**config.mk**
```make
export PLATFORM = sky130hd
export DESIGN_NAME = gcd_lcm_unit
export DESIGN_NICKNAME = d
export VERILOG_FILES = /design/src/gll_pkg.sv /design/src/gcd_lcm_unit.sv /design/src/gll_addsub.sv
export SDC_FILE = /design/constraint.sdc
export NUM_CORES = 1
export LEC_CHECK = 0
export ABC_CLOCK_PERIOD_IN_PS = 15700
export BUFFER_PORTS_ARGS = -buffer_cell sky130_fd_sc_hd__buf_2
export CAP_MARGIN = 10
export CORE_AREA = 2 2 125 127
export DETAILED_ROUTE_END_ITERATION = 6
export DIE_AREA = 0 0 127 129
export HOLD_SLACK_MARGIN = 0.15
export PLACE_DENSITY = 0.85
export SKIP_CTS_REPAIR_TIMING = 1
export SLEW_MARGIN = 0
export SYNTH_ARGS = -nofsm -noshare
export SYNTH_HDL_FRONTEND = slang
export SYNTH_HIERARCHICAL = 1
export SYNTH_SLANG_ARGS = --single-unit
```
**constraint.sdc**
```tcl
create_clock -name clk -period 15.7 [get_ports clk]
set_input_delay 1.57 -clock clk [delete_from_list [all_inputs] [get_ports clk]]
set_output_delay 1.57 -clock clk [all_outputs]
set_load 0.01 [all_outputs]
```
**src/gll_pkg.sv**
```systemverilog
`timescale 1ns / 1ps
`default_nettype none

package gll_pkg;

	// One operand pair, as moved by a single request transfer.
	typedef struct packed {
		logic [15:0] first_number;
		logic [15:0] second_number;
	} gll_req_t;

	// One result, as moved by a single result transfer.
	typedef struct packed {
		logic [15:0] gcd_value;
		logic [31:0] lcm_value;
		logic        lcm_fits_16;
	} gll_res_t;

	// Operation of the shared adder/subtractor.
	typedef enum logic {
		OP_ADD,
		OP_SUB
	} gll_op_t;

	// Sequencer phases.
	typedef enum logic [1:0] {
		ST_IDLE,
		ST_GCD,
		ST_DIV,
		ST_MUL
	} gll_state_t;

endpackage

`default_nettype wire

```
**src/gcd_lcm_unit.sv**
```systemverilog
`timescale 1ns / 1ps
`default_nettype none

// Greatest common divisor and least common multiple of two unsigned numbers.
//
// A request transfer takes place at a rising edge with start high and busy low;
// the pair on request is captured then. Only the low OPERAND_WIDTH bits of each
// operand take part. Each request produces exactly one result, shown on result
// for a single cycle while done is high; the receiver cannot stall it, so it
// must take the result transfer in that cycle.
//
// If either operand is zero, done rises on the very next cycle with the other
// operand as divisor and a multiple of zero. Otherwise one adder/subtractor is
// reused by a small sequencer: a binary gcd phase (one shift, compare-and-swap
// or subtraction per step), a step that spots the end of the gcd, a restoring
// division of the first operand by the divisor and a shift-add multiplication
// by the second operand. busy is high throughout.
//
// Reset clears the sequencer and the done strobe; the block keeps no state from
// one pair to the next.

module gcd_lcm_unit #(
	parameter int OPERAND_WIDTH = 16
) (
	input  logic              clk,
	input  logic              arst_n,
	input  logic              start,
	input  gll_pkg::gll_req_t request,
	output logic              busy,
	output logic              done,
	output gll_pkg::gll_res_t result
);
	import gll_pkg::*;

	localparam int W  = OPERAND_WIDTH;
	localparam int AW = W + 1;
	localparam int CW = $clog2(W);

	gll_state_t     state_q, state_d;
	logic           done_q, done_d;
	logic [W-1:0]   a_q, a_d, b_q, b_d;
	logic [W-1:0]   x_q, x_d, y_q, y_d;
	logic [CW-1:0]  k_q, k_d;
	logic [W-1:0]   g_q, g_d;
	logic [W-1:0]   rem_q, rem_d;
	logic [W-1:0]   quo_q, quo_d;
	logic [CW-1:0]  cnt_q, cnt_d;
	gll_res_t       res_q, res_d;

	logic [31:0]    ext_a, ext_b, zero_gcd, ext_gcd;
	logic [W-1:0]   op_a, op_b;
	logic [AW-1:0]  alu_x, alu_y;
	gll_op_t        alu_op;
	logic [AW:0]    alu_sum;
	logic [AW-1:0]  shifted;
	logic [2*W-1:0] prod;
	logic [63:0]    prod64;

	// Operands are cut to the working width, or zero-extended when it is wider.
	assign ext_a    = 32'(request.first_number);
	assign ext_b    = 32'(request.second_number);
	assign op_a     = ext_a[W-1:0];
	assign op_b     = ext_b[W-1:0];
	assign zero_gcd = 32'(op_a | op_b);
	assign ext_gcd  = 32'(g_q);

	// Partial remainder with the next dividend bit brought in.
	assign shifted  = {rem_q, quo_q[W-1]};

	// Full product as it stands after the current multiply step.
	assign prod     = {alu_sum[W:0], quo_q[W-1:1]};
	assign prod64   = 64'(prod);

	gll_addsub #(
		.WIDTH(AW)
	) u_addsub (
		.x   (alu_x),
		.y   (alu_y),
		.op  (alu_op),
		.sum (alu_sum)
	);

	always_comb begin
		state_d = state_q;
		done_d  = 1'b0;
		a_d     = a_q;
		b_d     = b_q;
		x_d     = x_q;
		y_d     = y_q;
		k_d     = k_q;
		g_d     = g_q;
		rem_d   = rem_q;
		quo_d   = quo_q;
		cnt_d   = cnt_q;
		res_d   = res_q;
		alu_op  = OP_SUB;
		alu_x   = {1'b0, x_q};
		alu_y   = {1'b0, y_q};

		case (state_q)
			ST_IDLE: begin
				if (start) begin
					a_d = op_a;
					b_d = op_b;
					x_d = op_a;
					y_d = op_b;
					k_d = '0;
					if (op_a == '0 || op_b == '0) begin
						res_d.gcd_value   = zero_gcd[15:0];
						res_d.lcm_value   = '0;
						res_d.lcm_fits_16 = 1'b1;
						done_d            = 1'b1;
					end else begin
						state_d = ST_GCD;
					end
				end
			end

			ST_GCD: begin
				// Binary gcd: common factors of two are counted in k and put back at the end.
				if (x_q == '0) begin
					g_d     = y_q << k_q;
					rem_d   = '0;
					quo_d   = a_q;
					cnt_d   = CW'(W - 1);
					state_d = ST_DIV;
				end else if (!x_q[0] && !y_q[0]) begin
					x_d = x_q >> 1;
					y_d = y_q >> 1;
					k_d = k_q + 1'b1;
				end else if (!x_q[0]) begin
					x_d = x_q >> 1;
				end else if (!y_q[0]) begin
					y_d = y_q >> 1;
				end else if (!alu_sum[AW]) begin
					// Both odd and x below y: swap so that the next subtraction is positive.
					x_d = y_q;
					y_d = x_q;
				end else begin
					x_d = alu_sum[W-1:0];
				end
			end

			ST_DIV: begin
				alu_x = shifted;
				alu_y = {1'b0, g_q};
				rem_d = alu_sum[AW] ? alu_sum[W-1:0] : shifted[W-1:0];
				quo_d = {quo_q[W-2:0], alu_sum[AW]};
				if (cnt_q == '0) begin
					// The division is exact, so the remainder is dropped and becomes
					// the cleared upper half of the product.
					rem_d   = '0;
					cnt_d   = CW'(W - 1);
					state_d = ST_MUL;
				end else begin
					cnt_d = cnt_q - 1'b1;
				end
			end

			ST_MUL: begin
				alu_op = OP_ADD;
				alu_x  = {1'b0, rem_q};
				alu_y  = quo_q[0] ? {1'b0, b_q} : '0;
				rem_d  = alu_sum[W:1];
				quo_d  = {alu_sum[0], quo_q[W-1:1]};
				if (cnt_q == '0) begin
					res_d.gcd_value   = ext_gcd[15:0];
					res_d.lcm_value   = (prod64[63:32] != '0) ? '1 : prod64[31:0];
					res_d.lcm_fits_16 = ((prod64 >> W) == '0);
					done_d            = 1'b1;
					state_d           = ST_IDLE;
				end else begin
					cnt_d = cnt_q - 1'b1;
				end
			end

			default: begin
				state_d = ST_IDLE;
			end
		endcase
	end

	always_ff @(posedge clk or negedge arst_n) begin
		if (!arst_n) begin
			state_q <= ST_IDLE;
			done_q  <= 1'b0;
		end else begin
			state_q <= state_d;
			done_q  <= done_d;
		end
	end

	always_ff @(posedge clk) begin
		a_q   <= a_d;
		b_q   <= b_d;
		x_q   <= x_d;
		y_q   <= y_d;
		k_q   <= k_d;
		g_q   <= g_d;
		rem_q <= rem_d;
		quo_q <= quo_d;
		cnt_q <= cnt_d;
		res_q <= res_d;
	end

	assign busy   = (state_q != ST_IDLE);
	assign done   = done_q;
	assign result = res_q;

endmodule

`default_nettype wire

```
**src/gll_addsub.sv**
```systemverilog
`timescale 1ns / 1ps
`default_nettype none

module gll_addsub #(
	parameter int WIDTH = 17
) (
	input  logic [WIDTH-1:0] x,
	input  logic [WIDTH-1:0] y,
	input  gll_pkg::gll_op_t op,
	output logic [WIDTH:0]   sum
);
	import gll_pkg::*;

	logic             sub;
	logic [WIDTH-1:0] y_inv;

	// The top bit is the carry out; on subtraction it is set when x >= y.
	assign sub   = (op == OP_SUB);
	assign y_inv = y ^ {WIDTH{sub}};
	assign sum   = {1'b0, x} + {1'b0, y_inv} + {{WIDTH{1'b0}}, sub};

endmodule

`default_nettype wire

```
# Word level (Yosys, flattened, before mapping)
# Index checks and enable logic that the tools add are counted.
# W data, S select, Z words.
# totals
input_bits,35
mem_bits_rw,0
output_inout_bits,51
mem_bits_ro,0
wordCells,109
n_memories,0
regBits,172
latch_bits,0
# op_classes
muxes,46
div,0
multipliers,0
shift,1
n_reduce_logical,25
n_eq_ne,15
addsub,4
n_lt_le_gt_ge,0
bitwise,2
# ops
cell,count
$mux W16,17
$mux W49,3
$pmux W49 S2,1
$pmux W16 S2,3
$pmux W16 S3,2
$logic_not A64 Y1,1
$logic_not A16 Y1,3
$pmux W17 S2,1
$mux W4,6
$add A17 B17 Y18,1
$add A18 B1 Y18,1
$ne A2 B2 Y1 const B,9
$xor A16 B17 Y17,1
$or A16 B16 Y16,1
$reduce_and A4 Y1,4
$shl A16 B4 Y16,1
$pmux W4 S3,1
$mux W2,5
$reduce_and A5 Y1,2
$ne A4 B4 Y1 const B,2
$pmux W2 S4,1
$pmux W4 S2,1
$reduce_and A2 Y1,3
$reduce_and A3 Y1,2
other kinds (14),21

# Depth between registers and ports, before layout
# depth
word_depth,11
ltp_mapped,20
mapped_depth_nobuf,17

# Cells and area by module
# Netlist, hierarchy kept.
# by_module_without_submodules
mod,area_each_um2,instances,cells_per_inst,seq_area_each_um2
gcd_lcm_unit,8524.4,1,703,5149.9
gll_addsub,1056.0,1,137,0.0

# Worst setup path after synthesis
# OpenSTA, ideal clock, no wires.
# synth_timing
kind,input to register
startpoint,in start
endpoint,"reg res_q, in the netlist result[0] (enable)"
t_arrival_ns,5.051
path_slack_ns,10.172
required_ns,15.223
setup_ns,0.477
path_buffers,0
stages,3
cell_sequence,and2_1 > nand2_1 > a22oi_1
# synth_between
elab_chain_cells,2
# synth_lines
item,line_no,text
"start, declared",gcd_lcm_unit.sv:27,"input logic start,"
$ne A2 B2 Y1 (no source line),n/a,
$reduce_and A4 Y1 (no source line),n/a,
"end signal, assigned",gcd_lcm_unit.sv:203,res_q <= res_d;
"end, declared",gcd_lcm_unit.sv:48,"gll_res_t res_q, res_d;"
# Every way passes these cells.
# A chain may end at the register's enable or synchronous reset.

# Final worst setup path
# layout_timing
startpoint,reg state_q[1]
endpoint,"reg x_q[12], data pin"
# layout_between
elab_chain_cells,11
word_cells_on_any_way,16
classes_between,add/sub: 2; eq/ne: 3; mux: 9; bitwise: 1; reduce/logical: 1
# layout_lines
item,line_no,text
"start, declared",gcd_lcm_unit.sv:39,"gll_state_t state_q, state_d;"
"start signal, assigned",gcd_lcm_unit.sv:188,state_q <= state_d;
$eq A2 B2 Y1,gcd_lcm_unit.sv:100,case (state_q)
$pmux W16 S2 *,gcd_lcm_unit.sv:100,
named net alu_y[3],gcd_lcm_unit.sv:52,"logic [AW-1:0] alu_x, alu_y;"
$xor A16 B17 Y17 *,gll_addsub.sv:19,assign y_inv = y ^ {WIDTH{sub}};
$add A17 B17 Y18 *,gll_addsub.sv:20,"assign sum = {1'b0, x} + {1'b0, y_inv} + {{WIDTH{1'b0}}, sub};"
$add A18 B1 Y18 *,gll_addsub.sv:20,
named net alu_sum[17],gcd_lcm_unit.sv:54,logic [AW:0] alu_sum;
$mux W16 *,gcd_lcm_unit.sv:135,end else if (!alu_sum[AW]) begin
$mux W16 *,gcd_lcm_unit.sv:133,end else if (!y_q[0]) begin
$mux W16 *,gcd_lcm_unit.sv:131,end else if (!x_q[0]) begin
$mux W16 *,gcd_lcm_unit.sv:127,end else if (!x_q[0] && !y_q[0]) begin
$mux W16 *,gcd_lcm_unit.sv:121,if (x_q == '0) begin
$pmux W16 S2 *,gcd_lcm_unit.sv:100,
named net x_d[12],gcd_lcm_unit.sv:42,"logic [W-1:0] x_q, x_d, y_q, y_d;"
"end signal, assigned",gcd_lcm_unit.sv:196,x_q <= x_d;
"end, declared",gcd_lcm_unit.sv:42,
# Mark *: on every way through the listed nets, which the timed path passes. The rest lies on a longest branch. The select of a mux whose other input is x is not followed.

==> impl_metrics.csv <==
group,metric,value,unit
outcome,status,"finished with violations",
outcome,violations,"design-rule violations",
cts,clockBufferDepth,2,
grt,busiest_layer,"met2",
routing,detail_route.iter0.violations,954,
routing,ant_nets,0,
sta,rsz0062_at_grt,"no",
critical_path,path_max_fanout,45,
hold_path,worstHoldPathType,"register to register",
sta,max_freq,166,MHz
cts,cts-buffers-inserted,17,
routing,avgViaCountPerCell,6.66,
synthesis,synth_seq_cells,172,
run,maxCapViolCount,0,
place,dp_hpwl,16400,um
synthesis,synth_edf_count,169,
grt,met3_usage,6.49,%
floorplan,rows,45,
cts,htree_levels,4,
critical_path,start_kind,"register",
floorplan,core,15000,um2
routing,vias,7329,
synthesis,async_flop_share,1.74,%
grt,grt_pass1_wl,37100,um
cts,path_clk_slew,70,ps
critical_path,cp_common_cell,"buf_4",
cts,clockRootBuffer,"clkbuf_16",
grt,grt_antenna_before_repair,0,
floorplan,die-width,127,um
sta,skew,11.8,ps
synthesis,synth_ff_type,"edfxtp_1",
sta,hold_viol,0,
synthesis,ys_warn_count,6,
layout,num-fill-cells,999,
critical_path,arrival,6210,ps
synthesis,synthCells,840,
cts,clock_latency,450,ps
cts,cts.sink_count,172,
critical_path,critical_path_class,"register to register",
grt,grt_pass1_vias,6760,
critical_path,cpLargestDelayFamily,"compound AO/OA/AOI/OAI gates",
sta,maxSlewViolCount,0,
critical_path,cp.buffers_inverters,3,
cts,cts_tree,"built",
synthesis,syn-cell-area,9580,um2
layout,drive_above_1_share,18.6,%
sta,max_slew.worst_pin.slew,1230,ps
routing,firstDrtPassIters,7,
sta,relSlewSlack,18.1,%
place,portBuffers,85,
critical_path,max_stage_delay,970,ps
sta,finalSetupViolCount,0,
floorplan,ios,86,
synthesis,avgSynthCellArea,11.4,um2
layout,multi_input_area,4080,um2
sta,fin_setup_tns,0,ps
routing,finalWirelength,24200,um
layout,n_antenna_cell,0,
routing,wire_per_inst,22.0,um
synthesis,synth_cell_types,67,
floorplan,initial_utilization,64.0,%
routing,drc,3,
layout,syn2layout_area_growth,11.9,%
floorplan,die_area,16400,um2
grt,use_met2,49.5,%
synthesis,syn_nets,899,
grt,grt_start_max_net_pins,58,
sta,period_minus_slack,6020,ps
critical_path,critPathCaptureType,"register",
grt,globalRouteMet1Util,39.5,%
sta,min_period_over_period,38.4,%
grt,grt_use_total,30.0,%
grt,grt-ovfl-total,0,
critical_path,slowest_stage,"a32oi_2",
layout,seq_area,5150,um2
layout,final_nets,959,
floorplan,die_y,129,um
synthesis,seq_area_frac_synth,53.8,%
critical_path,worstPathRequired,15880,ps
critical_path,crit_chain,"ha_2, buf_4, buf_4, and2_1, a222oi_1, inv_1, xor2_1, ha_1, nand2_1, o21ai_0, o2111a_1, o311ai_4, a32oi_2, mux2_2, a221oi_1, nor2_1",
place,gp_congestion,0.935,
## path summary, 6_finish.rpt
check,depth (start not counted),end,slack (ps),from
min in group asynchronous,1,state_q[0],910,arst_n
max in group asynchronous,1,done,14690,arst_n
max reg2reg,16,x_q[12],9680,state_q[1]
min,1,quo_q[14],550,a_q[14]
max,16,x_q[12],9680,state_q[1]
min reg2reg,1,quo_q[14],550,a_q[14]
## metrics by stage
step / std cells / hold slack, ps / setup WS [ps] / cell area, um2 / utilization, %
6_report: 1101 / 550 / 9680 / 10700 / 71.6
5_1_grt: 1101 / 569 / 9310 / 10700 / 71.6
4_1_cts: 1100 / 549 / 9780 / 10700 / 71.4
3_5_place_dp: 1068 / 534 / 9830 / 10100 / 67.5
3_3_place_gp: 1068 / 523 / 10050 / 10100 / 67.5
2_1_floorplan: 840 / 521 / 10170 / 9580 / -
## cell families after synthesis
logic type / after synthesis / share of synthesized area, %
AOI/OAI and AO/OA: 192 / 15.0
xor gates and xnor gates: 33 / 3.02
adders and majority gates: 24 / 3.21
buffers and inverters: 95 / 4.09
DFF: 172 / 53.8
muxes: 71 / 8.11
other: 1 / 0.0391
and+or+nand+nor: 252 / 12.7
## cells in the mapped netlist (5+ instances only)
master    instances  area share [%]
buf_2            13            0.68
clkbuf_1         34             1.3
a22oi_1          17             1.3
mux2i_1          50             5.2
nor2_1           85             3.3
xor2_1           21             1.9
xnor2_1          12             1.1
o21ai_0          28             1.5
a222oi_1         16             1.7
nor3_1            8            0.42
a221o_1          16             1.7
o21bai_1         18             1.4
ha_1             23             3.0
inv_1            41             1.6
nor4_1           13            0.85
nor3b_1           5            0.39
mux2_2           16             1.9
nand2_1          71             2.8
and2_1           43             2.8
o21a_1            5            0.39
a21oi_1          39             2.0
o22ai_1           6            0.39
nor2b_1           5            0.33
a221oi_1         15             1.4
a211oi_1         10            0.78
edfxtp_1        169              53
## flip-flops by register name (all words and copies together), names as in the netlist
name / count
state_q: 2
y_q: 16
cnt_q: 4
done: 1
rem_q: 16
a_q: 16
result: 49
quo_q: 16
k_q: 4
x_q: 16
b_q: 16
g_q: 16
## cell type report
class | count | area share (%)
inverters | 42 | 1.47
flip-flops and latches | 172 | 48.0
well taps | 188 | 2.19
clock buffers | 17 | 3.97
multi-input cells | 573 | 38.0
clock inverters | 15 | 1.60
repair buffers | 94 | 4.72
## cells in the final DEF, fill, tap and decap left out, drive strengths merged, types with 2 or more instances in the layout
| master | n |
|---|---|
| a211oi | 11 |
| a21boi | 2 |
| a21o | 2 |
| a21oi | 40 |
| a221o | 16 |
| a221oi | 15 |
| a222oi | 16 |
| a22oi | 17 |
| and2 | 44 |
| buf | 94 |
| clkbuf | 17 |
| clkinv | 6 |
| clkinvlp | 2 |
| dfrtp | 3 |
| edfxtp | 169 |
| ha | 23 |
| inv | 49 |
| mux2 | 17 |
| mux2i | 51 |
| mux4 | 3 |
| nand2 | 72 |
| nand3 | 4 |
| nand3b | 2 |
| nand4 | 4 |
| nor2 | 85 |
| nor2b | 6 |
| nor3 | 9 |
| nor3b | 5 |
| nor4 | 17 |
| o211ai | 3 |
| o21a | 5 |
| o21ai | 30 |
| o21bai | 18 |
| o22ai | 6 |
| xnor2 | 12 |
| xor2 | 21 |
## per-layer routing
metal | share of wire, % | up-vias
li1 | - | 3274
met1 | 38 | 3524
met2 | 49 | 468
met3 | 9.0 | 63
met4 | 3.3 | 0
met5 | 0 | -
Power is not shown: default switching activity piles up to over one toggle a cycle in this logic, so the estimate is an artifact.
